==> config.mk <==
export PLATFORM = sky130hd
export DESIGN_NAME = kana_text_normalizer_top
export DESIGN_NICKNAME = d
export VERILOG_FILES = /design/src/hw/rtl/knt_pkg.sv /design/src/hw/rtl/knt_front.sv /design/src/hw/rtl/knt_fifo.sv /design/src/hw/rtl/knt_back.sv /design/src/hw/rtl/kana_text_normalizer_top.sv
export VERILOG_INCLUDE_DIRS = /design/src /design/src/hw/rtl
export SDC_FILE = /design/constraint.sdc
export NUM_CORES = 1
export LEC_CHECK = 0
export BUFFER_PORTS_ARGS = -buffer_cell sky130_fd_sc_hd__buf_2
export CAP_MARGIN = 0
export CORE_MARGIN = 1
export CORE_UTILIZATION = 50
export CTS_CLUSTER_DIAMETER = 100
export CTS_CLUSTER_SIZE = 25
export DETAILED_ROUTE_END_ITERATION = 10
export GPL_ROUTABILITY_DRIVEN = 0
export PLACE_DENSITY = 0.66
export SYNTH_ARGS = -nofsm -noshare
export SYNTH_HDL_FRONTEND = slang
export SYNTH_SLANG_ARGS = --single-unit
==> constraint.sdc <==
create_clock -name clk -period 12.6 [get_ports clk]
set_input_delay 0.63 -clock clk [delete_from_list [all_inputs] [get_ports clk]]
set_output_delay 0.63 -clock clk [all_outputs]
set_load 0.02 [all_outputs]
==> src/hw/rtl/assert_macros.svh <==
// Assertion macros shared by the RTL files of the kana text normalizer.
`ifndef ASSERT_MACROS_SVH
`define ASSERT_MACROS_SVH

// Same-cycle implication, checked on every rising edge outside reset.
`define ASSERT_IMPLIES(lbl, ante, cons, msg) \
    lbl: assert property (@(posedge clk) disable iff (!rst_n) (ante) |-> (cons)) \
        else $error(msg);

// Next-cycle implication, checked on every rising edge outside reset.
`define ASSERT_NEXT(lbl, ante, cons, msg) \
    lbl: assert property (@(posedge clk) disable iff (!rst_n) (ante) |=> (cons)) \
        else $error(msg);

`endif

==> src/hw/rtl/knt_pkg.sv <==
// Package with the types and constants shared by the kana text normalizer modules.
package knt_pkg;

    localparam int FIFO_DEPTH = 4;
    localparam int FIFO_AW = $clog2(FIFO_DEPTH);
    localparam int CP_W = 21;
    localparam logic [4:0] MAX_BYTES = 5'd16;

    typedef struct packed {
        logic            v0;
        logic [CP_W-1:0] cp0;
        logic            v1;
        logic [CP_W-1:0] cp1;
        logic            last;
        logic            err;
    } tok_t;

endpackage

==> src/hw/rtl/knt_front.sv <==
// Front part: input whitespace trimming and UTF-8 decoding into codepoint transfers.
module knt_front import knt_pkg::*; (
    input  logic       clk,
    input  logic       rst_n,
    input  logic       s_tvalid,
    output logic       s_tready,
    input  logic [7:0] s_tdata,   // in_byte
    input  logic       s_tlast,   // text_last
    output logic       push,
    output tok_t       push_tok,
    input  logic       full
);

    typedef struct packed {
        logic            err;
        logic [1:0]      rem;
        logic [CP_W-1:0] acc;
        logic            v;
        logic [CP_W-1:0] cp;
    } dec_t;

    function automatic dec_t dec_step(dec_t s, logic [7:0] b);
        dec_t r;
        r = s;
        r.v = 1'b0;
        r.cp = '0;
        if (s.err)
        begin
            r.err = 1'b1;
        end
        else if (s.rem != 2'd0)
        begin
            r.acc = {s.acc[14:0], b[5:0]};
            r.rem = s.rem - 2'd1;
            if (r.rem == 2'd0)
            begin
                r.v = 1'b1;
                r.cp = r.acc;
            end
        end
        else if (!b[7])
        begin
            r.v = 1'b1;
            r.cp = {13'd0, b};
        end
        else if (b[7:5] == 3'b110)
        begin
            r.acc = {16'd0, b[4:0]};
            r.rem = 2'd1;
        end
        else if (b[7:4] == 4'b1110)
        begin
            r.acc = {17'd0, b[3:0]};
            r.rem = 2'd2;
        end
        else if (b[7:3] == 5'b11110)
        begin
            r.acc = {18'd0, b[2:0]};
            r.rem = 2'd3;
        end
        else
        begin
            r.err = 1'b1;
        end
        return r;
    endfunction

    logic            seen_reg, seen_next;
    logic            sp_reg, sp_next;
    logic            err_reg, err_next;
    logic [1:0]      rem_reg, rem_next;
    logic [CP_W-1:0] acc_reg, acc_next;

    dec_t s0, s1, s2, sn;
    logic ws, errf, acc_in;

    assign s_tready = !full;
    assign acc_in = s_tvalid && s_tready;
    assign push = acc_in;

    always_comb
    begin
        ws = (s_tdata == 8'h20) || (s_tdata == 8'h09) || (s_tdata == 8'h0A)
            || (s_tdata == 8'h0D);
        s0 = '{err: err_reg, rem: rem_reg, acc: acc_reg, v: 1'b0, cp: '0};
        s1 = sp_reg ? dec_step(s0, 8'h20) : s0;
        s2 = dec_step(s1, s_tdata);
        sn = ws ? s0 : s2;
        errf = sn.err || (s_tlast && (sn.rem != 2'd0));
        push_tok.v0 = !ws && sp_reg && s1.v && !errf;
        push_tok.cp0 = s1.cp;
        push_tok.v1 = !ws && s2.v && !errf;
        push_tok.cp1 = s2.cp;
        push_tok.last = s_tlast;
        push_tok.err = errf;
        if (ws)
        begin
            seen_next = seen_reg;
            sp_next = sp_reg || seen_reg;
        end
        else
        begin
            seen_next = 1'b1;
            sp_next = 1'b0;
        end
        err_next = errf;
        rem_next = sn.rem;
        acc_next = sn.acc;
        if (s_tlast)
        begin
            seen_next = 1'b0;
            sp_next = 1'b0;
            err_next = 1'b0;
            rem_next = 2'd0;
            acc_next = '0;
        end
    end

    always_ff @(posedge clk or negedge rst_n)
    begin
        if (!rst_n)
        begin
            seen_reg <= 1'b0;
            sp_reg <= 1'b0;
            err_reg <= 1'b0;
            rem_reg <= 2'd0;
            acc_reg <= '0;
        end
        else if (acc_in)
        begin
            seen_reg <= seen_next;
            sp_reg <= sp_next;
            err_reg <= err_next;
            rem_reg <= rem_next;
            acc_reg <= acc_next;
        end
    end

endmodule

==> src/hw/rtl/knt_fifo.sv <==
// Short queue of decoded transfers between the front and back parts.
module knt_fifo import knt_pkg::*; (
    input  logic clk,
    input  logic rst_n,
    input  logic push,
    input  tok_t push_tok,
    output logic full,
    input  logic pop,
    output logic nonempty,
    output tok_t pop_tok
);

    tok_t              mem_reg [FIFO_DEPTH];
    logic [FIFO_AW-1:0] wr_reg, rd_reg;
    logic [FIFO_AW:0]   cnt_reg;

    assign full = (cnt_reg == (FIFO_AW+1)'(FIFO_DEPTH));
    assign nonempty = (cnt_reg != '0);
    assign pop_tok = mem_reg[rd_reg];

    always_ff @(posedge clk)
    begin
        if (push)
        begin
            mem_reg[wr_reg] <= push_tok;
        end
    end

    always_ff @(posedge clk or negedge rst_n)
    begin
        if (!rst_n)
        begin
            wr_reg <= '0;
            rd_reg <= '0;
            cnt_reg <= '0;
        end
        else
        begin
            if (push)
            begin
                wr_reg <= wr_reg + 1'b1;
            end
            if (pop)
            begin
                rd_reg <= rd_reg + 1'b1;
            end
            cnt_reg <= cnt_reg + (FIFO_AW+1)'(push) - (FIFO_AW+1)'(pop);
        end
    end

endmodule

==> src/hw/rtl/knt_back.sv <==
// Back part: kana mapping, voicing merge, punctuation, dots, spacing and UTF-8 encoding.
module knt_back import knt_pkg::*; (
    input  logic       clk,
    input  logic       rst_n,
    input  logic       nonempty,
    input  tok_t       pop_tok,
    output logic       pop,
    output logic       m_tvalid,
    input  logic       m_tready,
    output logic [7:0] m_tdata,   // out_byte
    output logic       m_tlast,   // text_end
    output logic [2:0] m_tuser    // byte_present, run_last, bad_utf8
);

    typedef enum logic [2:0] {PH_IDLE, PH_C0, PH_C1, PH_FIN, PH_END} phase_t;

    typedef struct packed {
        logic [1:0]      dots;
        logic            ell;
        logic            av;
        logic [CP_W-1:0] a;
        logic            bv;
        logic [CP_W-1:0] b;
    } rel_t;

    function automatic logic is_ws(logic [CP_W-1:0] c);
        return (c == 21'h20) || (c == 21'h09) || (c == 21'h0A) || (c == 21'h0D);
    endfunction

    function automatic logic [15:0] half_kana(logic [5:0] i);
        logic [15:0] r;
        case (i)
            6'd0: r = 16'h30F2;  6'd1: r = 16'h30A1;  6'd2: r = 16'h30A3;
            6'd3: r = 16'h30A5;  6'd4: r = 16'h30A7;  6'd5: r = 16'h30A9;
            6'd6: r = 16'h30E3;  6'd7: r = 16'h30E5;  6'd8: r = 16'h30E7;
            6'd9: r = 16'h30C3;  6'd10: r = 16'h30FC; 6'd11: r = 16'h30A2;
            6'd12: r = 16'h30A4; 6'd13: r = 16'h30A6; 6'd14: r = 16'h30A8;
            6'd15: r = 16'h30AA; 6'd16: r = 16'h30AB; 6'd17: r = 16'h30AD;
            6'd18: r = 16'h30AF; 6'd19: r = 16'h30B1; 6'd20: r = 16'h30B3;
            6'd21: r = 16'h30B5; 6'd22: r = 16'h30B7; 6'd23: r = 16'h30B9;
            6'd24: r = 16'h30BB; 6'd25: r = 16'h30BD; 6'd26: r = 16'h30BF;
            6'd27: r = 16'h30C1; 6'd28: r = 16'h30C4; 6'd29: r = 16'h30C6;
            6'd30: r = 16'h30C8; 6'd31: r = 16'h30CA; 6'd32: r = 16'h30CB;
            6'd33: r = 16'h30CC; 6'd34: r = 16'h30CD; 6'd35: r = 16'h30CE;
            6'd36: r = 16'h30CF; 6'd37: r = 16'h30D2; 6'd38: r = 16'h30D5;
            6'd39: r = 16'h30D8; 6'd40: r = 16'h30DB; 6'd41: r = 16'h30DE;
            6'd42: r = 16'h30DF; 6'd43: r = 16'h30E0; 6'd44: r = 16'h30E1;
            6'd45: r = 16'h30E2; 6'd46: r = 16'h30E4; 6'd47: r = 16'h30E6;
            6'd48: r = 16'h30E8; 6'd49: r = 16'h30E9; 6'd50: r = 16'h30EA;
            6'd51: r = 16'h30EB; 6'd52: r = 16'h30EC; 6'd53: r = 16'h30ED;
            6'd54: r = 16'h30EF; 6'd55: r = 16'h30F3;
            default: r = 16'h0000;
        endcase
        return r;
    endfunction

    function automatic logic [CP_W-1:0] kana_map(logic [CP_W-1:0] c);
        logic [CP_W-1:0] d;
        d = c - 21'hFF66;
        if ((c >= 21'h3041) && (c <= 21'h3096))
        begin
            return c + 21'h60;
        end
        else if (c == 21'h309D)
        begin
            return 21'h30FD;
        end
        else if (c == 21'h309E)
        begin
            return 21'h30FE;
        end
        else if ((c >= 21'hFF66) && (c <= 21'hFF9D))
        begin
            return {5'd0, half_kana(d[5:0])};
        end
        return c;
    endfunction

    function automatic logic is_mark(logic [CP_W-1:0] c);
        return (c == 21'h3099) || (c == 21'h309A) || (c == 21'hFF9E) || (c == 21'hFF9F);
    endfunction

    function automatic logic [CP_W-1:0] voice(logic [CP_W-1:0] k, logic [CP_W-1:0] mk);
        logic hbase;
        hbase = (k == 21'h30CF) || (k == 21'h30D2) || (k == 21'h30D5)
            || (k == 21'h30D8) || (k == 21'h30DB);
        if ((mk == 21'h3099) || (mk == 21'hFF9E))
        begin
            if (k == 21'h30A6)
            begin
                return 21'h30F4;
            end
            if ((k >= 21'h30AB) && (k <= 21'h30C1) && k[0])
            begin
                return k + 21'd1;
            end
            if ((k == 21'h30C4) || (k == 21'h30C6) || (k == 21'h30C8) || hbase)
            begin
                return k + 21'd1;
            end
            if ((k >= 21'h30EF) && (k <= 21'h30F2))
            begin
                return k + 21'd8;
            end
            return k;
        end
        if (hbase)
        begin
            return k + 21'd2;
        end
        return k;
    endfunction

    function automatic logic [CP_W-1:0] punct(logic [CP_W-1:0] c);
        logic [CP_W-1:0] r;
        case (c)
            21'hFF01: r = 21'h21;
            21'hFF1F: r = 21'h3F;
            21'hFF0C, 21'hFF64: r = 21'h3001;
            21'hFF0E, 21'hFF61: r = 21'h3002;
            21'hFF62: r = 21'h300C;
            21'hFF63: r = 21'h300D;
            21'h3000: r = 21'h20;
            default: r = c;
        endcase
        return r;
    endfunction

    function automatic rel_t release_cp(logic [CP_W-1:0] c, logic [1:0] dots, logic ell);
        rel_t r;
        logic [CP_W-1:0] p;
        p = punct(c);
        r = '{dots: dots, ell: ell, av: 1'b0, a: '0, bv: 1'b0, b: '0};
        if (p == 21'h2E)
        begin
            r.ell = 1'b0;
            if (dots == 2'd2)
            begin
                r.av = 1'b1;
                r.a = 21'h2026;
                r.dots = 2'd0;
            end
            else
            begin
                r.dots = dots + 2'd1;
            end
        end
        else
        begin
            r.av = (dots != 2'd0);
            r.a = (dots == 2'd2) ? 21'h2026 : 21'h2E;
            r.dots = 2'd0;
            if (p == 21'h2026)
            begin
                r.bv = !ell;
                r.ell = !ell;
            end
            else
            begin
                r.bv = 1'b1;
                r.ell = 1'b0;
            end
            r.b = p;
        end
        return r;
    endfunction

    function automatic logic [1:0] enc_last(logic [CP_W-1:0] c);
        if (c <= 21'h7F)
        begin
            return 2'd0;
        end
        else if (c <= 21'h7FF)
        begin
            return 2'd1;
        end
        else if (c <= 21'hFFFF)
        begin
            return 2'd2;
        end
        return 2'd3;
    endfunction

    function automatic logic [7:0] enc_byte(logic [CP_W-1:0] c, logic [1:0] k);
        logic [7:0] r;
        case ({enc_last(c), k})
            4'b0000: r = c[7:0];
            4'b0100: r = {3'b110, c[10:6]};
            4'b0101: r = {2'b10, c[5:0]};
            4'b1000: r = {4'b1110, c[15:12]};
            4'b1001: r = {2'b10, c[11:6]};
            4'b1010: r = {2'b10, c[5:0]};
            4'b1100: r = {5'b11110, c[20:18]};
            4'b1101: r = {2'b10, c[17:12]};
            4'b1110: r = {2'b10, c[11:6]};
            4'b1111: r = {2'b10, c[5:0]};
            default: r = 8'h00;
        endcase
        return r;
    endfunction

    phase_t          phase_reg;
    tok_t            tok_reg;
    logic [CP_W-1:0] held_reg;
    logic            held_v_reg;
    logic [1:0]      dots_reg;
    logic            ell_reg;
    logic            any_reg;
    logic            sp_reg;
    logic [1:0]      ev_v_reg;
    logic [CP_W-1:0] ev0_reg, ev1_reg;
    logic [1:0]      bidx_reg;
    logic            stage_v_reg;
    logic [7:0]      stage_reg;
    logic [4:0]      cnt_reg;
    logic            o_v_reg;
    logic [7:0]      o_byte_reg;
    logic [2:0]      o_user_reg;
    logic            o_last_reg;

    logic            go;
    logic [CP_W-1:0] cin, mapped, voiced;
    logic            merge;
    rel_t            rel;
    logic [CP_W-1:0] fl_cp;
    logic            fl_v;

    assign go = !o_v_reg || m_tready;
    assign pop = go && !ev_v_reg[0] && (phase_reg == PH_IDLE) && nonempty;
    assign m_tvalid = o_v_reg;
    assign m_tdata = o_byte_reg;
    assign m_tuser = o_user_reg;
    assign m_tlast = o_last_reg;

    always_comb
    begin
        cin = (phase_reg == PH_C0) ? tok_reg.cp0 : tok_reg.cp1;
        mapped = kana_map(cin);
        voiced = voice(held_reg, mapped);
        merge = held_v_reg && is_mark(mapped) && (voiced != held_reg);
        if (held_v_reg)
        begin
            rel = release_cp(held_reg, dots_reg, ell_reg);
        end
        else
        begin
            rel = '{dots: dots_reg, ell: ell_reg, av: 1'b0, a: '0, bv: 1'b0, b: '0};
        end
        fl_v = rel.bv || (rel.dots != 2'd0);
        fl_cp = rel.bv ? rel.b : ((rel.dots == 2'd2) ? 21'h2026 : 21'h2E);
    end

    always_ff @(posedge clk or negedge rst_n)
    begin
        if (!rst_n)
        begin
            phase_reg <= PH_IDLE;
            tok_reg <= '0;
            held_reg <= '0;
            held_v_reg <= 1'b0;
            dots_reg <= 2'd0;
            ell_reg <= 1'b0;
            any_reg <= 1'b0;
            sp_reg <= 1'b0;
            ev_v_reg <= 2'b00;
            ev0_reg <= '0;
            ev1_reg <= '0;
            bidx_reg <= 2'd0;
            stage_v_reg <= 1'b0;
            stage_reg <= 8'h00;
            cnt_reg <= 5'd0;
            o_v_reg <= 1'b0;
            o_byte_reg <= 8'h00;
            o_user_reg <= 3'b000;
            o_last_reg <= 1'b0;
        end
        else if (go)
        begin
            o_v_reg <= 1'b0;
            if (ev_v_reg[0])
            begin
                if (is_ws(ev0_reg) || !sp_reg)
                begin
                    if (is_ws(ev0_reg))
                    begin
                        sp_reg <= sp_reg || any_reg;
                    end
                    if (is_ws(ev0_reg) || (bidx_reg == enc_last(ev0_reg)))
                    begin
                        ev0_reg <= ev1_reg;
                        ev_v_reg <= {1'b0, ev_v_reg[1]};
                        bidx_reg <= 2'd0;
                    end
                    else
                    begin
                        bidx_reg <= bidx_reg + 2'd1;
                    end
                end
                else
                begin
                    sp_reg <= 1'b0;
                end
                if (!is_ws(ev0_reg) && (cnt_reg < MAX_BYTES))
                begin
                    if (!sp_reg && (bidx_reg == enc_last(ev0_reg)))
                    begin
                        any_reg <= 1'b1;
                    end
                    stage_reg <= sp_reg ? 8'h20 : enc_byte(ev0_reg, bidx_reg);
                    stage_v_reg <= 1'b1;
                    cnt_reg <= cnt_reg + 5'd1;
                    if (stage_v_reg)
                    begin
                        o_v_reg <= 1'b1;
                        o_byte_reg <= stage_reg;
                        o_user_reg <= 3'b001;
                        o_last_reg <= 1'b0;
                    end
                end
                else if (!is_ws(ev0_reg) && !sp_reg && (bidx_reg == enc_last(ev0_reg)))
                begin
                    any_reg <= 1'b1;
                end
            end
            else
            begin
                case (phase_reg)
                    PH_IDLE:
                    begin
                        if (nonempty)
                        begin
                            tok_reg <= pop_tok;
                            phase_reg <= PH_C0;
                        end
                    end
                    PH_C0, PH_C1:
                    begin
                        if ((phase_reg == PH_C0) ? tok_reg.v0 : tok_reg.v1)
                        begin
                            if (merge)
                            begin
                                held_reg <= voiced;
                            end
                            else
                            begin
                                held_reg <= mapped;
                                held_v_reg <= 1'b1;
                                dots_reg <= rel.dots;
                                ell_reg <= rel.ell;
                                if (rel.av)
                                begin
                                    ev0_reg <= rel.a;
                                    ev1_reg <= rel.b;
                                    ev_v_reg <= {rel.bv, 1'b1};
                                end
                                else
                                begin
                                    ev0_reg <= rel.b;
                                    ev_v_reg <= {1'b0, rel.bv};
                                end
                            end
                        end
                        phase_reg <= (phase_reg == PH_C0) ? PH_C1 : PH_FIN;
                    end
                    PH_FIN:
                    begin
                        if (tok_reg.last && !tok_reg.err)
                        begin
                            held_v_reg <= 1'b0;
                            dots_reg <= 2'd0;
                            ell_reg <= rel.ell;
                            if (rel.av)
                            begin
                                ev0_reg <= rel.a;
                                ev1_reg <= fl_cp;
                                ev_v_reg <= {fl_v, 1'b1};
                            end
                            else
                            begin
                                ev0_reg <= fl_cp;
                                ev_v_reg <= {1'b0, fl_v};
                            end
                        end
                        phase_reg <= PH_END;
                    end
                    PH_END:
                    begin
                        if (tok_reg.last)
                        begin
                            o_v_reg <= 1'b1;
                            o_last_reg <= 1'b1;
                            if (tok_reg.err || !stage_v_reg)
                            begin
                                o_byte_reg <= 8'h00;
                                o_user_reg <= {tok_reg.err, 2'b10};
                            end
                            else
                            begin
                                o_byte_reg <= stage_reg;
                                o_user_reg <= 3'b011;
                            end
                            held_reg <= '0;
                            held_v_reg <= 1'b0;
                            dots_reg <= 2'd0;
                            ell_reg <= 1'b0;
                            any_reg <= 1'b0;
                            sp_reg <= 1'b0;
                        end
                        else if (stage_v_reg)
                        begin
                            o_v_reg <= 1'b1;
                            o_last_reg <= 1'b0;
                            o_byte_reg <= stage_reg;
                            o_user_reg <= 3'b011;
                        end
                        stage_v_reg <= 1'b0;
                        cnt_reg <= 5'd0;
                        phase_reg <= PH_IDLE;
                    end
                    default:
                    begin
                        phase_reg <= PH_IDLE;
                    end
                endcase
            end
        end
    end

endmodule

==> src/hw/rtl/kana_text_normalizer_top.sv <==
// Top level of the kana text normalizer: front decoder, queue and back formatter.
//
// The slave channel takes one UTF-8 byte of a text per transfer, with tlast on
// the final byte of the text. The master channel gives the normalized UTF-8
// bytes; tuser carries byte_present, run_last and bad_utf8, and tlast marks the
// final transfer of the whole text. A text void through bad or truncated UTF-8
// ends with one transfer that has byte_present low and bad_utf8 high; bytes
// already sent for that text are to be dropped by the receiver.
// The front decodes one byte per cycle into a four-entry queue, while that queue
// is not full. The back takes one queued entry at a time through its idle, first
// codepoint, second codepoint, finish and end phases, plus a step per output byte
// and per whitespace codepoint it absorbs, and pops no new entry before it is done.
// When the receiver stalls, the output register holds and the back waits; the
// queue then fills and slave tready falls. Reset clears all text state and
// empties the queue.
module kana_text_normalizer_top import knt_pkg::*; (
    input  logic       clk,
    input  logic       rst_n,
    input  logic       s_tvalid,
    output logic       s_tready,
    input  logic [7:0] s_tdata,   // in_byte
    input  logic       s_tlast,   // text_last
    output logic       m_tvalid,
    input  logic       m_tready,
    output logic [7:0] m_tdata,   // out_byte
    output logic       m_tlast,   // text_end
    output logic [2:0] m_tuser    // byte_present, run_last, bad_utf8
);

`include "assert_macros.svh"

    logic push, full, pop, nonempty;
    tok_t push_tok, pop_tok;

    knt_front u_front (
        .clk(clk), .rst_n(rst_n),
        .s_tvalid(s_tvalid), .s_tready(s_tready), .s_tdata(s_tdata), .s_tlast(s_tlast),
        .push(push), .push_tok(push_tok), .full(full)
    );

    knt_fifo u_fifo (
        .clk(clk), .rst_n(rst_n),
        .push(push), .push_tok(push_tok), .full(full),
        .pop(pop), .nonempty(nonempty), .pop_tok(pop_tok)
    );

    knt_back u_back (
        .clk(clk), .rst_n(rst_n),
        .nonempty(nonempty), .pop_tok(pop_tok), .pop(pop),
        .m_tvalid(m_tvalid), .m_tready(m_tready), .m_tdata(m_tdata),
        .m_tlast(m_tlast), .m_tuser(m_tuser)
    );

    `ASSERT_IMPLIES(a_end_is_run_last, m_tvalid && m_tlast, m_tuser[1],
        "text end without run end")
    `ASSERT_IMPLIES(a_bad_is_bare_end, m_tvalid && m_tuser[2],
        !m_tuser[0] && m_tlast, "bad flag off a bare end")
    `ASSERT_IMPLIES(a_bare_only_at_end, m_tvalid && !m_tuser[0],
        m_tlast && (m_tdata == 8'h00), "bare transfer inside a text")
    `ASSERT_IMPLIES(a_no_pop_empty, !nonempty, !pop, "queue read while empty")
    `ASSERT_NEXT(a_hold_on_stall, m_tvalid && !m_tready,
        m_tvalid && $stable({m_tdata, m_tuser, m_tlast}), "output changed while stalled")

endmodule

After elaboration in Yosys (flattened, before gate mapping):

Memories as Yosys holds them, arrays and structs flattened. A register that Yosys moved wholly into a read port is not among the register bits.
Cells that the tools add are included.

* register bits after elaboration: 136
* word-level logic and storage cells: 418
* output and inout bits: 14
* RAM bits: 184
* input port bits: 13
* ROM bits: 640
* memories: 2

* multiplexer cells: 194
* bitwise logic cells: 1
* equal/unequal tests: 75
* reductions and logical operators: 93
* order comparisons: 12
* add/sub/neg operators: 14

Memory list
* (no name shown): depth 64, width 10, read ports 1, clocked after memory_dff 0, wr ports 0, line knt_back.sv:32 `case (i)`
* u_fifo.mem_reg: depth 4, width 46, read ports 1, clocked after memory_dff 1, wr ports 1, line knt_fifo.sv:13 `tok_t mem_reg [FIFO_DEPTH];`

Operator list (number)
* 21-bit two-way mux: 38
* 21-bit by 14-bit equality test with 1-bit output, second input constant: 15
* 21-bit by 16-bit equality test with 1-bit output, second input constant: 10
* 21-bit one-hot mux with 7 select lines: 1
* 45-bit two-way mux: 3
* 22-bit two-way mux: 6
* 21-bit one-hot mux with 2 select lines: 3
* 23-bit two-way mux: 4
* 46-bit two-way mux: 2
* 1-bit two-way mux: 78
* 21-bit by 4-bit equality test with 1-bit output, second input constant: 3
* 21-bit by 14-bit greater-or-equal comparator with 1-bit output, second input constant: 3
* 21-bit by 14-bit less-or-equal comparator with 1-bit output, second input constant: 3
* 2-bit two-way mux: 30
* 8-bit two-way mux: 7
* 8-bit one-hot mux with 7 select lines: 1
* 47-bit two-way mux: 1
* 21-bit by 6-bit equality test with 1-bit output, second input constant: 2
* 21-bit by 16-bit less-or-equal comparator with 1-bit output, second input constant: 2
* 4-bit equality test, second input constant: 8
* 14-bit two-way mux: 2
* 1-bit logical OR: 25
* 25-bit two-way mux: 1
* 8-bit by 4-bit equality test with 1-bit output, second input constant: 3
* other kinds (51): 138

Longest topological paths before layout:

* word-level depth: 35
* mapped depth: 20
* gate-level depth less buffers: 15

By module:

From an unflattened synthesis, not the netlist that was laid out.

* cell total of the unflattened synthesis: 1605
* area total of the unflattened synthesis: 18953.2 µm²

By module, submodules not included
* knt_back: instances 1, cells each 1130, area an instance 10311.1 µm², seq. area each 3728.6 µm²
* knt_fifo: instances 1, cells each 274, area an instance 7020.5 µm², seq. area each 5700.5 µm²
* knt_front: instances 1, cells each 201, area an instance 1621.6 µm², seq. area each 500.5 µm²

Worst setup path before layout:

No wires, ideal clock.

* path kind: reg-to-reg
* from: register u_back.phase_reg[2]
* to: register u_back.ev0_reg[10]
* arrival: 4852 ps
* stages on the path, launching flop included: 21
* slack: 7623 ps
* required time: 12475 ps
* library setup time: 125 ps
* buffers on the path: 5
* clock period less this slack: 4977 ps
* cells stage by stage: dfrtp_1 -> buf_6 -> or3b_4 -> buf_6 -> and2_1 -> clkbuf_1 -> inv_1 -> ha_1 -> inv_1 -> or4b_1 -> o211ai_1 -> or4b_4 -> buf_6 -> a221oi_4 -> a31oi_2 -> a2111oi_4 -> and2_2 -> o2111ai_2 -> a31oi_4 -> buf_12 -> mux2_4

* word-level cells in the longest chain between the ends: 17
* elaborated cells on any way between the ends: 46
* those cells by class: 2 x add/sub; 4 x order compare; 13 x eq/ne; 15 x mux; 11 x reduce/logical; 1 x memory

RTL lines
* from (decl): line knt_back.sv:202 `phase_t phase_reg;`
* from (signal assigned): line knt_back.sv:363 `phase_reg <= (phase_reg == PH_C0) ? PH_C1 : PH_FIN;`
* 3-bit by 1-bit equality test with 1-bit output: line knt_back.sv:237, knt_back.sv:327, knt_back.sv:338
* 21-bit two-way mux: line knt_back.sv:237 `cin = (phase_reg == PH_C0) ? tok_reg.cp0 : tok_reg.cp1;`
* 6-bit subtractor (tied with other cells): line knt_back.sv:59 `d = c - 21'hFF66;`
* memory 64 x 10 bit / 1-bit logical AND (equally long branches)
* 21-bit two-way mux / 1-bit two-way mux (equally long branches): line knt_back.sv:72 `else if ((c >= 21'hFF66) && (c <= 21'hFF9D))`
* 21-bit two-way mux / 1-bit two-way mux (equally long branches): line knt_back.sv:68 `else if (c == 21'h309E)`
* 21-bit two-way mux / 1-bit two-way mux (equally long branches): line knt_back.sv:64 `else if (c == 21'h309D)`
* 21-bit two-way mux / 1-bit two-way mux (equally long branches): line knt_back.sv:60 `if ((c >= 21'h3041) && (c <= 21'h3096))`
* 21-bit two-way mux: line knt_back.sv:76 `return c;`
* 21-bit by 14-bit equality test with 1-bit output (tied with other cells): line knt_back.sv:80, knt_back.sv:87
* 1-bit logical OR (on tied branches): line knt_back.sv:87, knt_back.sv:80
* 1-bit two-way mux / 1-bit logical OR (equally long branches): line knt_back.sv:87, knt_back.sv:80
* 21-bit two-way mux / 1-bit logical OR (equally long branches): line knt_back.sv:107, knt_back.sv:80
* 21-bit inequality test / 1-bit logical AND (equally long branches): line knt_back.sv:240 `merge = held_v_reg && is_mark(mapped) && (voiced != held_reg);`
* 1-bit logical AND: line knt_back.sv:240
* 3-bit by 2-bit inequality test with 1-bit output (no line)
* 7-bit AND reduction (no line)
* to (signal assigned): line knt_back.sv:290 `ev0_reg <= ev1_reg;`
* to (signal assigned): line knt_back.sv:352 `ev0_reg <= rel.a;`
* to (signal assigned): line knt_back.sv:358 `ev0_reg <= rel.b;`
* to (decl): line knt_back.sv:211 `logic [CP_W-1:0] ev0_reg, ev1_reg;`

Several ways; a longest one is shown, not always the timed one. The select of a mux whose other input is x is not followed.
A chain may end at the register's enable or synchronous reset.

Worst setup path in the final report:

* from: register u_back.phase_reg[2]
* to: register u_back.ev0_reg[0]

The elaborated chain is that of the path after synthesis.

==> key figures <==
Synth
  • EDFF count, synth: 164
  • Distinct cells, synth: 104
  • Post-Syn Nets: 1569
  • Syn. warnings: 0
  • Post-Syn Area: 0.0177 mm2
  • Synthesized instance count: 1518
  • Yosys top cell by area: edfxtp_1
  • Main area contributors after synthesis: edfxtp_1 (28%), dfrtp_1 (24%), mux4_2 (5.2%)
  • Seq/Total Area, Yosys: 52.1%
  • Area share of the largest cell type after synthesis: 27.9%
  • Async SR Flop Fraction: 51.0%
  • Synth Register Bits: 335
  • Mean Syn Cell Area: 11.6 um2
  • Primary FF master, synth: dfrtp_1

Clock network
  • H-tree lvl count: 1
  • Max clock buf depth: 3
  • Clk_lat worst skew: 0.52 ns
  • Resized cells post-CTS: 0
  • Worst-path clk slew: 0.11 ns
  • Hold_buf cts: 0
  • Number of buffers created by CTS: 17
  • CTS tree: built
  • Setup Buffers After CTS: 0
  • CTS Sinks: 335
  • Root buffer cell: clkbuf_16

Floorplanning
  • CORE AREA: 0.0346 mm2
  • Die Y: 190 um
  • Die area: 0.0361 mm2
  • # IOs: 27
  • Die width: 190 um
  • Initial core utilization: 51.0%
  • Rows: 68

Worst hold path
  • HP Class: input pin to async pin

Final layout
  • Max reg flops: 164
  • Ratio of cells with drive above 1 in the final layout: 14.6%
  • Fin area: 0.0186 mm2
  • Synth-to-Final Area Change: 5.12%
  • Total Nets Final: 1540
  • Ant diodes: 0

GRT
  • M2 GR Usage: 37.8%
  • Vias in the first global route: 11900
  • GRT Util Overall: 22.6%
  • Met1 GRT Util: 31.6%
  • Total grt overflow: 0
  • Initial antenna violation count: 0
  • Grt peak-use layer: met2
  • Met3 Use GR: 2.08%
  • Pin count of the biggest net entering global routing: 105
  • First-pass GRT wire length: 65200 um

Timing
  • Count of pins over their slew limit: 0
  • Setup tns final: 0 ns
  • Final hold viol count: 0
  • Tcrit/Tclk final: 49.9%
  • Clock Skews: 0.0138 ns
  • RSZ-0062 raised after global routing: false
  • Crit path time final: 6.29 ns
  • Max Freq: 159 MHz
  • Worst rel slew slack: 16.8%
  • Worst-margin pin slew: 1.24 ns
  • Setup violators final: 0

Route
  • 1st-iter DRT viols: 966
  • Drt drc: 0
  • Post-Route WL: 40200 um
  • DR WL/cell: 20.6 um
  • Via count: 12100
  • Pre-antenna DRT Iters: 8
  • Vias per inst: 6.20
  • Antenna Violating Nets Remaining: 0

Critical path
  • CP endpoint kind: flop
  • Required time of the critical path: 13.02 ns
  • Critical Path AT: 6.71 ns
  • Critical path class: flop to flop
  • Startpoint types: flop
  • Worst Path Max Fanout: 39

Run
  • MaxCap Viol Count: 0

Power and ir drop
  • Worst VDD drop: 0.000177 V
  • P per Cell Area: 255 mW/mm2
  • Pleak: 7.28 nW

Placement
  • Area after DPL: 0.0181 mm2
  • DP HPWL: 27900 um
  • Port bufs: 26

Run status
  • Status: completed
==> cell usage in the layout (no fill, tap or decap), drive strengths merged, types with 36 or more instances in the layout <==
master,count
edfxtp,164
nor3,41
mux2,80
mux4,41
buf,38
nand2,152
ha,37
inv,46
nor2,99
a21oi,82
a22o,36
o21ai,73
dfrtp,171
and3,45
==> worst paths after layout <==
| kind | startpoint | end | slack, ns | cells after the start |
|---|---|---|---|---|
| worst min register to register | u_back.stage_reg[4]$_DFFE_PN0P_ | u_back.stage_reg[4]$_DFFE_PN0P_ | 0.49 | 2 |
| worst max-delay path | u_back.phase_reg[2]$_DFFE_PN0P_ | u_back.ev0_reg[0]$_DFFE_PN0P_ | 6.31 | 15 |
| worst min-delay path | rst_n | u_back.held_reg[5]$_DFFE_PN0P_ | 0.22 | 1 |
| worst max register to register | u_back.phase_reg[2]$_DFFE_PN0P_ | u_back.ev0_reg[0]$_DFFE_PN0P_ | 6.31 | 15 |
| min in group clk | s_tlast | u_fifo.mem_reg[1][1]$_DFFE_PP_ | 0.41 | 1 |
| max in group asynchronous | rst_n | u_fifo.rd_reg[0]$_DFFE_PN0P_ | 10.85 | 2 |
==> final cells by class <==
type / instances / area [um2]
tap: 455 / 569
multi-input combinational: 1053 / 7920
clock buffer: 26 / 459
inverter: 44 / 165
timing repair buffer: 38 / 226
sequential: 335 / 9210
clock inverter: 2 / 25.0
fill: 2944 / 16100
==> synth_stat cells (all sizes together) (8+ instances only) <==
cell type  count
dfrtp        171
edfxtp       164
nand2        152
nor2          99
a21oi         82
mux2          80
o21ai         73
clkbuf        65
and3          45
inv           44
mux4          41
nor3          41
ha            37
a22o          36
nand3         33
mux2i         28
and2          27
buf           21
nor4          17
nand2b        16
a31oi         14
o31ai         12
xnor2         11
a32o          10
nand4         10
a211oi         9
and4           9
nor2b          9
o211ai         9
o22ai          8
==> critical path, stage by stage (launching register included) <==
cell and delay, ns:
dfrtp_1 0.58, or3b_4 0.68, and2_1 0.34, inv_1 0.23
ha_1 0.37, inv_1 0.18, or4b_1 0.54, o211ai_1 0.16
or4b_4 0.60, a221oi_4 0.28, a31oi_2 0.11, a2111oi_4 0.40
and2_2 0.22, o2111ai_2 0.15, a31oi_4 0.87, mux2_2 0.42
==> per-stage QoR <==
step / power (mW) / cells / utilization, % / hold slack, ns / worst slack [ns]
after floorplan: 3.57 / 1518 / - / 0.334 / 7.62
after global placement: 4.09 / 1925 / 52.2 / 0.454 / 6.57
after detailed placement: 4.14 / 1925 / 52.2 / 0.463 / 6.45
after CTS: 4.74 / 1953 / 53.6 / 0.268 / 6.41
after global routing: 5.06 / 1953 / 53.6 / 0.300 / 5.85
final: 4.74 / 1953 / 53.6 / 0.221 / 6.31
==> routing by layer <==
metal  wire, um  share of wire [%]  vias up
met5          0                  0        -
met2      19400                 48      319
li1           -                  -     5685
met3       1530                3.8       66
met4        959                2.4        0
met1      18300                 45     6047
==> where the power goes <==
| part | total (mW) | internal (mW) | switching (mW) |
|---|---|---|---|
| Sequential | 1.87 | 1.49 | 0.374 |
| Clock | 0.602 | 0.259 | 0.343 |
| Combinational | 2.27 | 0.966 | 1.30 |
| Total | 4.74 | 2.72 | 2.02 |
==> cell families after synthesis <==
| logic type | Yosys count | share of synthesized area [%] |
|---|---|---|
| AO/OA/AOI/OAI | 344 | 13.8 |
| flip-flops | 335 | 52.1 |
| XOR/XNOR | 13 | 0.645 |
| adder cells (fa/ha/maj) | 38 | 2.73 |
| multiplexers | 149 | 12.6 |
| AND/OR/NAND/NOR | 509 | 14.9 |
| buffers and inverters | 130 | 3.24 |
Power figures use the tool's default switching activity.
